### src/rtl/core/busy_fraction_worker_governor_unit_assert.svh
// ----------------------------------------------------------------------------
// Busy fraction worker governor assertion macros
// Concurrent checks clocked on clk and disabled during reset.
// ----------------------------------------------------------------------------
`ifndef BUSY_FRACTION_WORKER_GOVERNOR_UNIT_ASSERT_SVH
`define BUSY_FRACTION_WORKER_GOVERNOR_UNIT_ASSERT_SVH

// condition that holds at every edge
`define BFWG_ASSERT_ALWAYS(label, cond, msg) \
	label: assert property (@(posedge clk) disable iff (!arst_n) (cond)) else $error(msg);

// consequence that holds in the cycle after the antecedent
`define BFWG_ASSERT_NEXT(label, ante, cons, msg) \
	label: assert property (@(posedge clk) disable iff (!arst_n) (ante) |=> (cons)) \
		else $error(msg);

`endif

### src/rtl/core/bfwg_pkg.sv
// ----------------------------------------------------------------------------
// Busy fraction worker governor package
// Shared widths, codes, reset values and sequencer states.
// ----------------------------------------------------------------------------
package bfwg_pkg;

	localparam int STAMP_W = 48;
	localparam int FRAC_W  = 16;
	localparam int WORK_W  = 8;
	localparam int WIN_W   = 6;
	localparam int LIM_W   = 7;
	localparam int IDX_W   = 3;
	localparam int CFG_W   = 16;

	localparam int RING_DEPTH_DEF   = 8;
	localparam int SPAN_FRAMES_DEF  = 6;
	localparam int HISTORY_BITS_DEF = 32;

	localparam logic [FRAC_W-1:0] FRAC_MAX = '1;

	localparam logic [1:0] CHG_NONE   = 2'd0;
	localparam logic [1:0] CHG_GROW   = 2'd1;
	localparam logic [1:0] CHG_SHRINK = 2'd2;

	localparam logic [IDX_W-1:0] REG_SLOW_THR = 3'd0;
	localparam logic [IDX_W-1:0] REG_FAST_THR = 3'd1;
	localparam logic [IDX_W-1:0] REG_MAX_WORK = 3'd2;
	localparam logic [IDX_W-1:0] REG_WINDOW   = 3'd3;
	localparam logic [IDX_W-1:0] REG_TOLER    = 3'd4;
	localparam logic [IDX_W-1:0] REG_SETTLE   = 3'd5;

	localparam logic [FRAC_W-1:0] SLOW_THR_RST = 16'd3277;
	localparam logic [FRAC_W-1:0] FAST_THR_RST = 16'd2048;
	localparam logic [WORK_W-1:0] MAX_WORK_RST = 8'd4;
	localparam logic [WIN_W-1:0]  WINDOW_RST   = 6'd15;
	localparam logic [WIN_W-1:0]  TOLER_RST    = 6'd3;
	localparam logic [WORK_W-1:0] SETTLE_RST   = 8'd15;
	localparam logic [WORK_W-1:0] WORKERS_RST  = 8'd1;

	typedef enum logic [1:0] {
		ST_IDLE,
		ST_READ,
		ST_CALC,
		ST_DECIDE
	} state_t;

endpackage

### src/rtl/core/busy_fraction_worker_governor_unit.sv
// Per frame the sequencer steps through read, calc and decide; calc lasts until the
// one-bit-per-cycle divider and both history counters have finished.
// Frames are not overlapped: a new frame can be taken the cycle after the previous one
// reached the result register, while that result may still wait there.
// Reset: ring reads as zero, histories clear, settle count 15, one worker,
// configuration registers take their default values.
// ----------------------------------------------------------------------------
// Busy fraction worker governor
// Tracks frame busy fraction over a ring of end stamps and steers worker count.
// ----------------------------------------------------------------------------
module busy_fraction_worker_governor_unit #(
	parameter int RING_DEPTH   = bfwg_pkg::RING_DEPTH_DEF,
	parameter int SPAN_FRAMES  = bfwg_pkg::SPAN_FRAMES_DEF,
	parameter int HISTORY_BITS = bfwg_pkg::HISTORY_BITS_DEF
) (
	input  logic                         clk,
	input  logic                         arst_n,
	input  logic                         cfg_wen,
	input  logic [bfwg_pkg::IDX_W-1:0]   cfg_index,
	input  logic [bfwg_pkg::CFG_W-1:0]   cfg_data,
	input  logic                         frame_valid,
	output logic                         frame_stall,
	input  logic [bfwg_pkg::STAMP_W-1:0] frame_start,
	input  logic [bfwg_pkg::STAMP_W-1:0] frame_end,
	output logic                         result_valid,
	input  logic                         result_stall,
	output logic [bfwg_pkg::FRAC_W-1:0]  busy_frac,
	output logic [bfwg_pkg::WORK_W-1:0]  worker_count,
	output logic [1:0]                   count_change
);
	import bfwg_pkg::*;

	localparam int PW       = $clog2(RING_DEPTH);
	localparam int BACK_OFF = SPAN_FRAMES % RING_DEPTH;
	localparam bit SELF_RD  = BACK_OFF == 0;
	localparam int A_W      = STAMP_W + $clog2(SPAN_FRAMES + 1);
	localparam int HC_W     = $clog2(HISTORY_BITS + 1);

	// configuration
	logic [FRAC_W-1:0] slow_thr_q;
	logic [FRAC_W-1:0] fast_thr_q;
	logic [WORK_W-1:0] max_work_q;
	logic [WIN_W-1:0]  window_q;
	logic [WIN_W-1:0]  toler_q;
	logic [WORK_W-1:0] settle_cfg_q;

	// governor state
	state_t              state_q, state_d;
	logic [PW-1:0]       pos_q;
	logic [RING_DEPTH-1:0] ring_vld_q;
	logic [STAMP_W-1:0]  ring_mem [RING_DEPTH];
	logic [HISTORY_BITS-1:0] slow_hist_q;
	logic [HISTORY_BITS-1:0] fast_hist_q;
	logic [WORK_W-1:0]   settle_q;
	logic [WORK_W-1:0]   workers_q;

	// per-frame registers
	logic [STAMP_W-1:0] t0_q;
	logic [STAMP_W-1:0] t1_q;
	logic [STAMP_W-1:0] rd_s1;
	logic               rd_vld_s1;
	logic               sat_q;
	logic               zero_q;

	// result register
	logic              res_vld_q;
	logic [FRAC_W-1:0] res_frac_q;
	logic [WORK_W-1:0] res_work_q;
	logic [1:0]        res_chg_q;

	logic              accept;
	logic [PW:0]       back_wide;
	logic [PW-1:0]     back_idx;
	logic [PW-1:0]     pos_next;
	logic [STAMP_W-1:0] old_end;
	logic [STAMP_W-1:0] span;
	logic [STAMP_W-1:0] busy_time;
	logic [A_W-1:0]     scaled;
	logic               start_calc;
	logic               div_busy;
	logic               slow_busy;
	logic               fast_busy;
	logic [FRAC_W-1:0]  div_quo;
	logic [HC_W-1:0]    slow_cnt;
	logic [HC_W-1:0]    fast_cnt;
	logic [LIM_W-1:0]   w_eff;
	logic [LIM_W-1:0]   lim;
	logic [FRAC_W-1:0]  frac;
	logic               out_free;
	logic               commit;
	logic               slow_bit;
	logic               fast_bit;
	logic [WORK_W-1:0]  n_slow;
	logic [WORK_W-1:0]  n_fast;
	logic               grow;
	logic               shrink;

	assign accept      = frame_valid && !frame_stall;
	assign frame_stall = state_q != ST_IDLE;

	assign back_wide = ({1'b0, pos_q} >= (PW+1)'(BACK_OFF))
		? ({1'b0, pos_q} - (PW+1)'(BACK_OFF))
		: ({1'b0, pos_q} + (PW+1)'(RING_DEPTH - BACK_OFF));
	assign back_idx  = back_wide[PW-1:0];
	assign pos_next  = (pos_q == PW'(RING_DEPTH - 1)) ? '0 : pos_q + 1'b1;

	always_ff @(posedge clk or negedge arst_n) begin
		if (!arst_n) begin
			slow_thr_q   <= SLOW_THR_RST;
			fast_thr_q   <= FAST_THR_RST;
			max_work_q   <= MAX_WORK_RST;
			window_q     <= WINDOW_RST;
			toler_q      <= TOLER_RST;
			settle_cfg_q <= SETTLE_RST;
		end else if (cfg_wen) begin
			case (cfg_index)
				REG_SLOW_THR: slow_thr_q   <= cfg_data;
				REG_FAST_THR: fast_thr_q   <= cfg_data;
				REG_MAX_WORK: max_work_q   <= cfg_data[WORK_W-1:0];
				REG_WINDOW:   window_q     <= cfg_data[WIN_W-1:0];
				REG_TOLER:    toler_q      <= cfg_data[WIN_W-1:0];
				REG_SETTLE:   settle_cfg_q <= cfg_data[WORK_W-1:0];
				default: ;
			endcase
		end
	end

	always_ff @(posedge clk) begin
		if (accept) begin
			ring_mem[pos_q] <= frame_end;
			rd_s1           <= ring_mem[back_idx];
			t0_q            <= frame_start;
			t1_q            <= frame_end;
		end
	end

	always_ff @(posedge clk or negedge arst_n) begin
		if (!arst_n) begin
			pos_q      <= '0;
			ring_vld_q <= '0;
			rd_vld_s1  <= 1'b0;
		end else if (accept) begin
			pos_q             <= pos_next;
			ring_vld_q[pos_q] <= 1'b1;
			rd_vld_s1         <= ring_vld_q[back_idx];
		end
	end

	assign old_end   = SELF_RD ? t1_q : (rd_vld_s1 ? rd_s1 : '0);
	assign span      = t1_q - old_end;
	assign busy_time = t1_q - t0_q;
	assign scaled    = A_W'(busy_time) * A_W'(SPAN_FRAMES);
	assign start_calc = state_q == ST_READ;

	always_ff @(posedge clk) begin
		if (start_calc) begin
			sat_q  <= t1_q <= old_end;
			zero_q <= t1_q < t0_q;
		end
	end

	assign w_eff = ({1'b0, window_q} > LIM_W'(HISTORY_BITS))
		? LIM_W'(HISTORY_BITS) : {1'b0, window_q};
	assign lim   = (w_eff == '0) ? '0 : w_eff - 1'b1;

	bfwg_div #(
		.A_W(A_W)
	) u_div (
		.clk      (clk),
		.arst_n   (arst_n),
		.start    (start_calc),
		.dividend (scaled),
		.divisor  (span),
		.busy     (div_busy),
		.quotient (div_quo)
	);

	bfwg_hist #(
		.HB(HISTORY_BITS)
	) u_slow_hist (
		.clk    (clk),
		.arst_n (arst_n),
		.start  (start_calc),
		.hist   (slow_hist_q),
		.limit  (lim),
		.busy   (slow_busy),
		.count  (slow_cnt)
	);

	bfwg_hist #(
		.HB(HISTORY_BITS)
	) u_fast_hist (
		.clk    (clk),
		.arst_n (arst_n),
		.start  (start_calc),
		.hist   (fast_hist_q),
		.limit  (lim),
		.busy   (fast_busy),
		.count  (fast_cnt)
	);

	assign frac     = sat_q ? FRAC_MAX : (zero_q ? '0 : div_quo);
	assign slow_bit = frac > slow_thr_q;
	assign fast_bit = frac < fast_thr_q;
	assign n_slow   = WORK_W'(slow_cnt) + WORK_W'(slow_bit && (w_eff != '0));
	assign n_fast   = WORK_W'(fast_cnt) + WORK_W'(fast_bit && (w_eff != '0));
	assign grow     = (n_slow > WORK_W'(toler_q)) && (workers_q < max_work_q);
	assign shrink   = !grow && (n_slow == '0)
		&& ((n_fast + WORK_W'(toler_q)) >= WORK_W'(w_eff)) && (workers_q > WORKERS_RST);
	assign out_free = !res_vld_q || !result_stall;
	assign commit   = (state_q == ST_DECIDE) && out_free;

	always_comb begin
		state_d = state_q;
		case (state_q)
			ST_IDLE:   if (accept) state_d = ST_READ;
			ST_READ:   state_d = ST_CALC;
			ST_CALC:   if (!div_busy && !slow_busy && !fast_busy) state_d = ST_DECIDE;
			ST_DECIDE: if (out_free) state_d = ST_IDLE;
			default:   state_d = ST_IDLE;
		endcase
	end

	always_ff @(posedge clk or negedge arst_n) begin
		if (!arst_n) begin
			state_q <= ST_IDLE;
		end else begin
			state_q <= state_d;
		end
	end

	always_ff @(posedge clk or negedge arst_n) begin
		if (!arst_n) begin
			slow_hist_q <= '0;
			fast_hist_q <= '0;
			settle_q    <= SETTLE_RST;
			workers_q   <= WORKERS_RST;
		end else if (commit) begin
			if (settle_q != '0) begin
				settle_q <= settle_q - 1'b1;
			end else if (grow || shrink) begin
				slow_hist_q <= '0;
				fast_hist_q <= '0;
				settle_q    <= settle_cfg_q;
				workers_q   <= grow ? workers_q + 1'b1 : workers_q - 1'b1;
			end else begin
				slow_hist_q <= {slow_hist_q[HISTORY_BITS-2:0], slow_bit};
				fast_hist_q <= {fast_hist_q[HISTORY_BITS-2:0], fast_bit};
			end
		end
	end

	always_ff @(posedge clk or negedge arst_n) begin
		if (!arst_n) begin
			res_vld_q <= 1'b0;
		end else if (commit) begin
			res_vld_q <= 1'b1;
		end else if (!result_stall) begin
			res_vld_q <= 1'b0;
		end
	end

	always_ff @(posedge clk) begin
		if (commit) begin
			res_frac_q <= frac;
			if (settle_q == '0 && grow) begin
				res_work_q <= workers_q + 1'b1;
				res_chg_q  <= CHG_GROW;
			end else if (settle_q == '0 && shrink) begin
				res_work_q <= workers_q - 1'b1;
				res_chg_q  <= CHG_SHRINK;
			end else begin
				res_work_q <= workers_q;
				res_chg_q  <= CHG_NONE;
			end
		end
	end

	assign result_valid = res_vld_q;
	assign busy_frac    = res_frac_q;
	assign worker_count = res_work_q;
	assign count_change = res_chg_q;

	`include "busy_fraction_worker_governor_unit_assert.svh"

	`BFWG_ASSERT_ALWAYS(a_workers_nonzero, workers_q != '0, "worker count reached zero")
	`BFWG_ASSERT_ALWAYS(a_idle_div_quiet, (state_q != ST_IDLE) || !div_busy,
		"divider running while idle")
	`BFWG_ASSERT_NEXT(a_one_frame, accept, frame_stall, "second frame taken while working")

endmodule

### src/rtl/core/bfwg_div.sv
// ----------------------------------------------------------------------------
// Busy fraction serial divider
// Restoring radix-2 divider, one quotient bit per cycle, Q4.12 saturating.
// ----------------------------------------------------------------------------
module bfwg_div #(
	parameter int A_W = 51
) (
	input  logic                        clk,
	input  logic                        arst_n,
	input  logic                        start,
	input  logic [A_W-1:0]              dividend,
	input  logic [bfwg_pkg::STAMP_W-1:0] divisor,
	output logic                        busy,
	output logic [bfwg_pkg::FRAC_W-1:0] quotient
);
	import bfwg_pkg::*;

	localparam int STEPS = A_W + 12;
	localparam int C_W   = $clog2(STEPS + 1);

	logic [C_W-1:0]     cnt_q;
	logic [A_W-1:0]     num_q;
	logic [STAMP_W-1:0] den_q;
	logic [STAMP_W-1:0] rem_q;
	logic [FRAC_W-1:0]  quo_q;
	logic               ovf_q;

	logic [STAMP_W:0] rem_shift;
	logic [STAMP_W:0] rem_diff;
	logic             ge;

	assign rem_shift = {rem_q, num_q[A_W-1]};
	assign rem_diff  = rem_shift - {1'b0, den_q};
	assign ge        = rem_shift >= {1'b0, den_q};

	always_ff @(posedge clk or negedge arst_n) begin
		if (!arst_n) begin
			cnt_q <= '0;
		end else if (start) begin
			cnt_q <= C_W'(STEPS);
		end else if (cnt_q != '0) begin
			cnt_q <= cnt_q - 1'b1;
		end
	end

	always_ff @(posedge clk) begin
		if (start) begin
			num_q <= dividend;
			den_q <= divisor;
			rem_q <= '0;
			quo_q <= '0;
			ovf_q <= 1'b0;
		end else if (cnt_q != '0) begin
			num_q <= {num_q[A_W-2:0], 1'b0};
			rem_q <= ge ? rem_diff[STAMP_W-1:0] : rem_shift[STAMP_W-1:0];
			quo_q <= {quo_q[FRAC_W-2:0], ge};
			ovf_q <= ovf_q | quo_q[FRAC_W-1];
		end
	end

	assign busy     = cnt_q != '0;
	assign quotient = ovf_q ? FRAC_MAX : quo_q;

endmodule

### src/rtl/core/bfwg_hist.sv
// ----------------------------------------------------------------------------
// Busy fraction history counter
// Shifts a history word out one bit per cycle and counts ones below a limit.
// ----------------------------------------------------------------------------
module bfwg_hist #(
	parameter int HB = 32
) (
	input  logic                       clk,
	input  logic                       arst_n,
	input  logic                       start,
	input  logic [HB-1:0]              hist,
	input  logic [bfwg_pkg::LIM_W-1:0] limit,
	output logic                       busy,
	output logic [$clog2(HB+1)-1:0]    count
);
	import bfwg_pkg::*;

	localparam int N_W = $clog2(HB + 1);

	logic [N_W-1:0]   left_q;
	logic [N_W-1:0]   idx_q;
	logic [HB-1:0]    sh_q;
	logic [LIM_W-1:0] lim_q;
	logic [N_W-1:0]   cnt_q;
	logic             take;

	assign take = sh_q[0] && (LIM_W'(idx_q) < lim_q);

	always_ff @(posedge clk or negedge arst_n) begin
		if (!arst_n) begin
			left_q <= '0;
		end else if (start) begin
			left_q <= N_W'(HB);
		end else if (left_q != '0) begin
			left_q <= left_q - 1'b1;
		end
	end

	always_ff @(posedge clk) begin
		if (start) begin
			sh_q  <= hist;
			lim_q <= limit;
			idx_q <= '0;
			cnt_q <= '0;
		end else if (left_q != '0) begin
			sh_q  <= sh_q >> 1;
			idx_q <= idx_q + 1'b1;
			cnt_q <= cnt_q + N_W'(take);
		end
	end

	assign busy  = left_q != '0;
	assign count = cnt_q;

endmodule

### config.mk
export PLATFORM = sky130hd
export DESIGN_NAME = busy_fraction_worker_governor_unit
export DESIGN_NICKNAME = d
export VERILOG_FILES = /design/src/rtl/core/bfwg_pkg.sv /design/src/rtl/core/busy_fraction_worker_governor_unit.sv /design/src/rtl/core/bfwg_div.sv /design/src/rtl/core/bfwg_hist.sv
export VERILOG_INCLUDE_DIRS = /design/src /design/src/rtl/core
export SDC_FILE = /design/constraint.sdc
export NUM_CORES = 2
export LEC_CHECK = 0
export ABC_AREA = 0
export BUFFER_PORTS_ARGS = -buffer_cell sky130_fd_sc_hd__buf_2
export CAP_MARGIN = 40
export CORE_ASPECT_RATIO = 0.9
export CORE_MARGIN = 3
export CORE_UTILIZATION = 40
export DETAILED_ROUTE_END_ITERATION = 10
export GPL_ROUTABILITY_DRIVEN = 0
export GPL_TIMING_DRIVEN = 0
export PLACE_DENSITY = 0.6
export SYNTH_ARGS = -nofsm -noshare
export SYNTH_HDL_FRONTEND = slang
export SYNTH_HIERARCHICAL = 1
export SYNTH_SLANG_ARGS = --single-unit
### constraint.sdc
create_clock -name clk -period 6.9 [get_ports clk]
set_input_delay 0.69 -clock clk [delete_from_list [all_inputs] [get_ports clk]]
set_output_delay 0.69 -clock clk [all_outputs]
set_load 0.005 [all_outputs]
## Word-level counts from Yosys, hierarchy flattened

Memories as Yosys holds them, arrays and structs flattened. A register that Yosys moved wholly into a read port is not among the register bits.
Index checks and enable logic that the tools add are counted.

| word-level totals | value |
|---|---|
| flip-flop bits (word level) | 555 |
| bits in latches | 0 |
| input bits | 120 |
| memories | 1 |
| output and inout bits | 28 |
| memory bits (writable) | 384 |
| bits in read-only memories | 0 |
| word-level logic and storage cells | 180 |

| cells by class | value |
|---|---|
| equality and inequality tests | 13 |
| add/sub/neg operators | 20 |
| bitwise gates (word level) | 3 |
| reductions and logical operators | 49 |
| order comparisons | 16 |
| shift operators | 0 |
| div/mod/pow operators | 0 |
| multiplexer cells | 40 |
| $mul | 1 |

Memory list:

| name | depth | width | rd ports | clocked after Yosys merged registers in | wr ports | RTL line | source |
|---|---|---|---|---|---|---|---|
| ring_mem | 8 | 48 | 1 | 1 | 1 | busy_fraction_worker_governor_unit.sv:51 | `logic [STAMP_W-1:0] ring_mem [RING_DEPTH];` |

Operators by type and width:

| cell | count |
|---|---|
| two-way mux 32 bit | 6 |
| subtractor 48 bit | 3 |
| two-way mux 51 bit | 2 |
| two-way mux 48 bit | 2 |
| multiplier 48 x 2 -> 50 bit, second input constant | 1 |
| >= comparator 49 x 48 -> 1 bit | 1 |
| <= comparator 48 bit | 1 |
| < comparator 48 bit | 1 |
| two-way mux 16 bit | 3 |
| two-way mux 6 bit | 7 |
| two-way mux 8 bit | 5 |
| nonzero test 6 bit | 3 |
| subtractor 6 x 1 -> 6 bit, second input constant | 3 |
| greater-than comparator 16 bit | 1 |
| logical NOT 8 bit | 2 |
| < comparator 16 bit | 1 |
| AND reduction 2 bit | 8 |
| subtractor 8 x 1 -> 8 bit, second input constant | 2 |
| logical AND 1 bit | 15 |
| adder 6 x 1 -> 7 bit | 2 |
| < comparator 6 x 7 -> 1 bit | 2 |
| adder 6 x 1 -> 6 bit | 2 |
| adder 6 x 1 -> 6 bit, second input constant | 2 |
| nonzero test 2 bit | 5 |
| other kinds (38) | 62 |

## Logic depth before layout (Yosys ltp)

| depth | value |
|---|---|
| depth in word-level cells | 15 |
| depth in mapped cells | 28 |
| gate-level depth less buffers | 26 |

## Hierarchy

Netlist, hierarchy kept.

Modules (own cells, without submodules):

| module | cells an instance | instances | area each (um^2) | seq. area each (um^2) |
|---|---|---|---|---|
| busy_fraction_worker_governor_unit | 2930 | 1 | 36481.2 | 20604.8 |
| bfwg_div | 1019 | 1 | 9783.1 | 4424.2 |
| bfwg_hist | 191 | 2 | 2563.7 | 1561.5 |

## Worst setup path after synthesis

OpenSTA, ideal clock, no wires.

| path | value |
|---|---|
| path kind | input -> register |
| start point | input frame_valid |
| end point | memory ring_mem[1][0], enable pin |
| required time | 6489 ps |
| slack | 1305 ps |
| arrival time | 5184 ps |
| path buffers | 0 |
| stages | 3 |
| setup time | 411 ps |
| cell sequence | nand2_1 -> inv_1 -> and3_1 |

| between the ends | value |
|---|---|
| cells in the longest elaborated chain, start to end | 3 |

RTL lines:

| what | RTL line | source |
|---|---|---|
| start, declared | busy_fraction_worker_governor_unit.sv:21 | `input logic frame_valid,` |
| logical AND 1 bit | busy_fraction_worker_governor_unit.sv:98 | `assign accept = frame_valid && !frame_stall;` |
| net accept | busy_fraction_worker_governor_unit.sv:71 | `logic accept;` |
| two-way mux 1 bit | busy_fraction_worker_governor_unit.sv:129 | `if (accept) begin` |
| two-way mux 1 bit (not written as such) | busy_fraction_worker_governor_unit.sv:130 | `ring_mem[pos_q] <= frame_end;` |
| end, declared | busy_fraction_worker_governor_unit.sv:51 |  |

The timed path passes the listed nets, and every way through them passes these cells.

## Worst setup path in the final report

| path | value |
|---|---|
| start point | register sat_q |
| end point | register slow_hist_q[4] |

| between the ends | value |
|---|---|
| cells in the longest elaborated chain, start to end | 12 |
| elaborated cells between the ends (all ways) | 18 |
| those cells by class | add/sub (3); order compare (4); mux (2); reduce/logical (9) |

RTL lines:

| what | RTL line | source |
|---|---|---|
| start, declared | busy_fraction_worker_governor_unit.sv:62 | `logic sat_q;` |
| start signal, assigned | busy_fraction_worker_governor_unit.sv:157 | `sat_q <= t1_q <= old_end;` |
| two-way mux 16 bit * | busy_fraction_worker_governor_unit.sv:202 | `assign frac = sat_q ? FRAC_MAX : (zero_q ? '0 : div_quo);` |
| net frac[1] | busy_fraction_worker_governor_unit.sv:88 | `logic [FRAC_W-1:0] frac;` |
| parallel branches: the longest is 9 deep, another holds < comparator 16 bit | - |  |
| logical OR 1 bit * | busy_fraction_worker_governor_unit.sv:241 | `end else if (grow \|\| shrink) begin` |
| two-way mux 32 bit * | busy_fraction_worker_governor_unit.sv:241 |  |
| end signal, assigned | busy_fraction_worker_governor_unit.sv:247 | `slow_hist_q <= {slow_hist_q[HISTORY_BITS-2:0], slow_bit};` |
| end, declared | busy_fraction_worker_governor_unit.sv:52 | `logic [HISTORY_BITS-1:0] slow_hist_q;` |

Mark *: on every way through the listed nets, which the timed path passes.
A chain may end at the register's enable or synchronous reset.

==> reports/qor.csv <==
metric,value,unit
crit_start,sat_q,
crit_fanout,10,
num_vias,34300,
p_leak,22.7,nW
fin_nets,5024,
holdPathEnd,t0_q[4],
final-max-slew-violation-count,0,
cts_tree,yes,
drc_errors,0,
clock_skew,55.1,ps
placed_cell_area,54900,um2
final_area,58400,um2
yosysTopAreaCellShare,0.428,
required,7530,ps
die_x,384,um
cts.sinks,995,
synthCells,4331,
finalCriticalPeriod,6310,ps
overflow,0,
worstHoldStart,frame_start[4],
syn_area_per_cell,11.9,um2
synth_seq_cells,995,
maxCapViolations,0,
synthAdderAreaFrac,0.0720,
cp.arrival,6940,ps
yosys.area_share.simple,0.108,
worst-path-buf-inv,6,
drt_first_iter_violations,2526,
fp.dieH,346,um
grt_use_met1,0.274,
postSynth.asyncResetShare,0.174,
cts_inserted_buffers,102,
grt_pass1_vias,33500,
synth_nets,4743,
p_per_area,220,nW/um2
rr_worst_depth,26,
yosysTopAreaCell,edfxtp_1,
ys.flop_type,edfxtp_1,
clock.fmax,158,MHz
port_buffers,147,
worstMarginPinSlew,888,ps
slowest_delay,470,ps
grt_pass1_wl,194,mm
io_pins,148,
setup_viol,0,
areaGrowthSynthToFinish,13.7,%
cp.depth,26,
busiest_layer,met2,
syn_area,51400,um2
hold_depth,1,
startpoint_type,flop,
wl_per_cell,19.4,um
rsz0062_at_grt,false,
vdd_drop_max,0.218,mV
cts.path.max_buffers,3,
first_pass_iters,6,
synth_top_family_by_area,compound AO/OA/AOI/OAI gates,
cpLargestDelayFamily,compound AO/OA/AOI/OAI gates,
setup_tns,0,ps
root_buffer,clkbuf_16,
htree_levels,3,
grt_usage,0.185,
path_clk_slew,60,ps
yosys.cell_types.count,115,
worstSetupPathType,reg2reg,
start_util,0.404,
fillers,11700,
routed_wl,124,mm
ant_nets,0,
final.period_utilization,0.915,
crit_slowest_cell,fa_1,
met3_usage,0.0271,
yosysSeqAreaShare,0.548,
end_kind,flop,
yosys_warnings,6,
relSlewSlack,0.408,
drive_above_1_share,0.164,
yosys-top-cells-count,"733 x edfxtp_1, 491 x nand2_1, 286 x ha_1",
clock_latency,740,ps
status,finished clean,
muxShareOfSynthArea,0.0840,
reg2reg_slack,590,ps
vias_per_cell,5.36,
worstReg2RegStart,sat_q,
min_path_type,in2reg,
core_area,127000,um2
synth-edff-count,733,
antenna_found_initial,12,
rows,124,
synth_compound_gate_area_share,0.118,
die-area,133000,um2
met2_usage,0.286,
synth-xor-area-share,0.0349,
grt_max_degree,94,
synth_most_common_cell,edfxtp_1,
r2r_end,slow_hist_q[4],
dp.final_hpwl,89.9,mm
synth_area_leaders,"edfxtp_1 43%, dfrtp_1 7.3%, ha_1 7.0%, mux4_2 4.3%, mux2_2 3.9%",
final_hold_viol_count,0,
-- cell type report --
class / instances / area [um2] / area share
Antenna cell: 2 / 5.00 / 0.0000856
Buffer: 184 / 847 / 0.0145
Clock buffer: 122 / 2650 / 0.0453
Clock inverter: 70 / 915 / 0.0157
Inverter: 257 / 980 / 0.0168
Multi-Input combinational cell: 2894 / 21500 / 0.367
Sequential cell: 995 / 28200 / 0.482
Tap cell: 1701 / 2130 / 0.0364
Timing Repair Buffer: 178 / 1290 / 0.0221
-- through the flow --
| step | utilization | power (mW) | hold WS, ps | worst slack (ps) | std cells |
|---|---|---|---|---|---|
| after floorplan | - | 6.97 | 394 | 1310 | 4331 |
| after global placement | 0.426 | 7.18 | 444 | -1730 | 6179 |
| after detailed placement | 0.431 | 7.20 | 448 | 102 | 6209 |
| after CTS | 0.459 | 13.0 | 63.9 | 56.4 | 6402 |
| after global routing | 0.459 | 13.3 | 81.4 | 82.7 | 6401 |
| final | 0.459 | 12.9 | 138 | 587 | 6403 |
-- cell usage in the layout, fill, tap and decap left out, types with 54 or more instances in the layout --
cell type  count
dfrtp_1      149
buf_2        169
mux4_2        98
xor2_1        81
dfxtp_1       89
clkbuf_1     149
edfxtp_1     733
nand2_1      490
xnor2_1      124
nor2_1       222
o21ai_0      170
clkbuf_16    102
mux2_2       180
nand3_1      137
a21o_1       139
inv_1        253
nor3_1        54
ha_1         285
a21oi_1      275
-- timing repair --
action                                 4_1_cts  5_1_grt
setup buffers                                0        0
gates resized for setup                      0        5
endpoints found under the hold margin       65        0
hold buffers                                 1        0
setup endpoints to repair                    0       57
-- state kept, by name, summed over array words and instances (netlist names), 32 cells and up --
signal,count
ring_mem,384
u_div/num_q,51
rd_s1,48
t0_q,48
t1_q,48
u_div/den_q,48
u_div/rem_q,48
fast_hist_q,32
slow_hist_q,32
u_fast_hist/sh_q,32
u_slow_hist/sh_q,32
-- power breakdown --
part           leakage [nW]  switching (mW)  internal, mW
sequential             9.50          0.0337          6.50
clock                  1.71            2.44          3.35
combinational          11.5           0.353         0.194
total                  22.7            2.83          10.0
-- worst max-delay path by stage --
stage,end,slack [ps]
after global placement,ring_mem[3][8],-1730
after CTS,slow_hist_q[19],60
final,slow_hist_q[4],590
after floorplan,ring_mem[1][0],1310
after global routing,settle_q[4],80
after detailed placement,slow_hist_q[26],100
-- per-layer routing --
layer | routed length [um] | share of wire | up-vias
li1 | - | - | 16500
met1 | 59500 | 0.48 | 16700
met2 | 55500 | 0.45 | 831
met3 | 6650 | 0.053 | 173
met4 | 2790 | 0.022 | 8
met5 | 53 | 0.00043 | -
-- cells by family after synthesis --
group / Yosys count
AND/OR/NAND/NOR: 1183
flip-flops: 995
AO/OA/AOI/OAI: 927
buffers and inverters: 442
adder cells (fa/ha/maj): 292
multiplexers: 286
XOR/XNOR: 205
other: 1
Power figures use the tool's default switching activity.
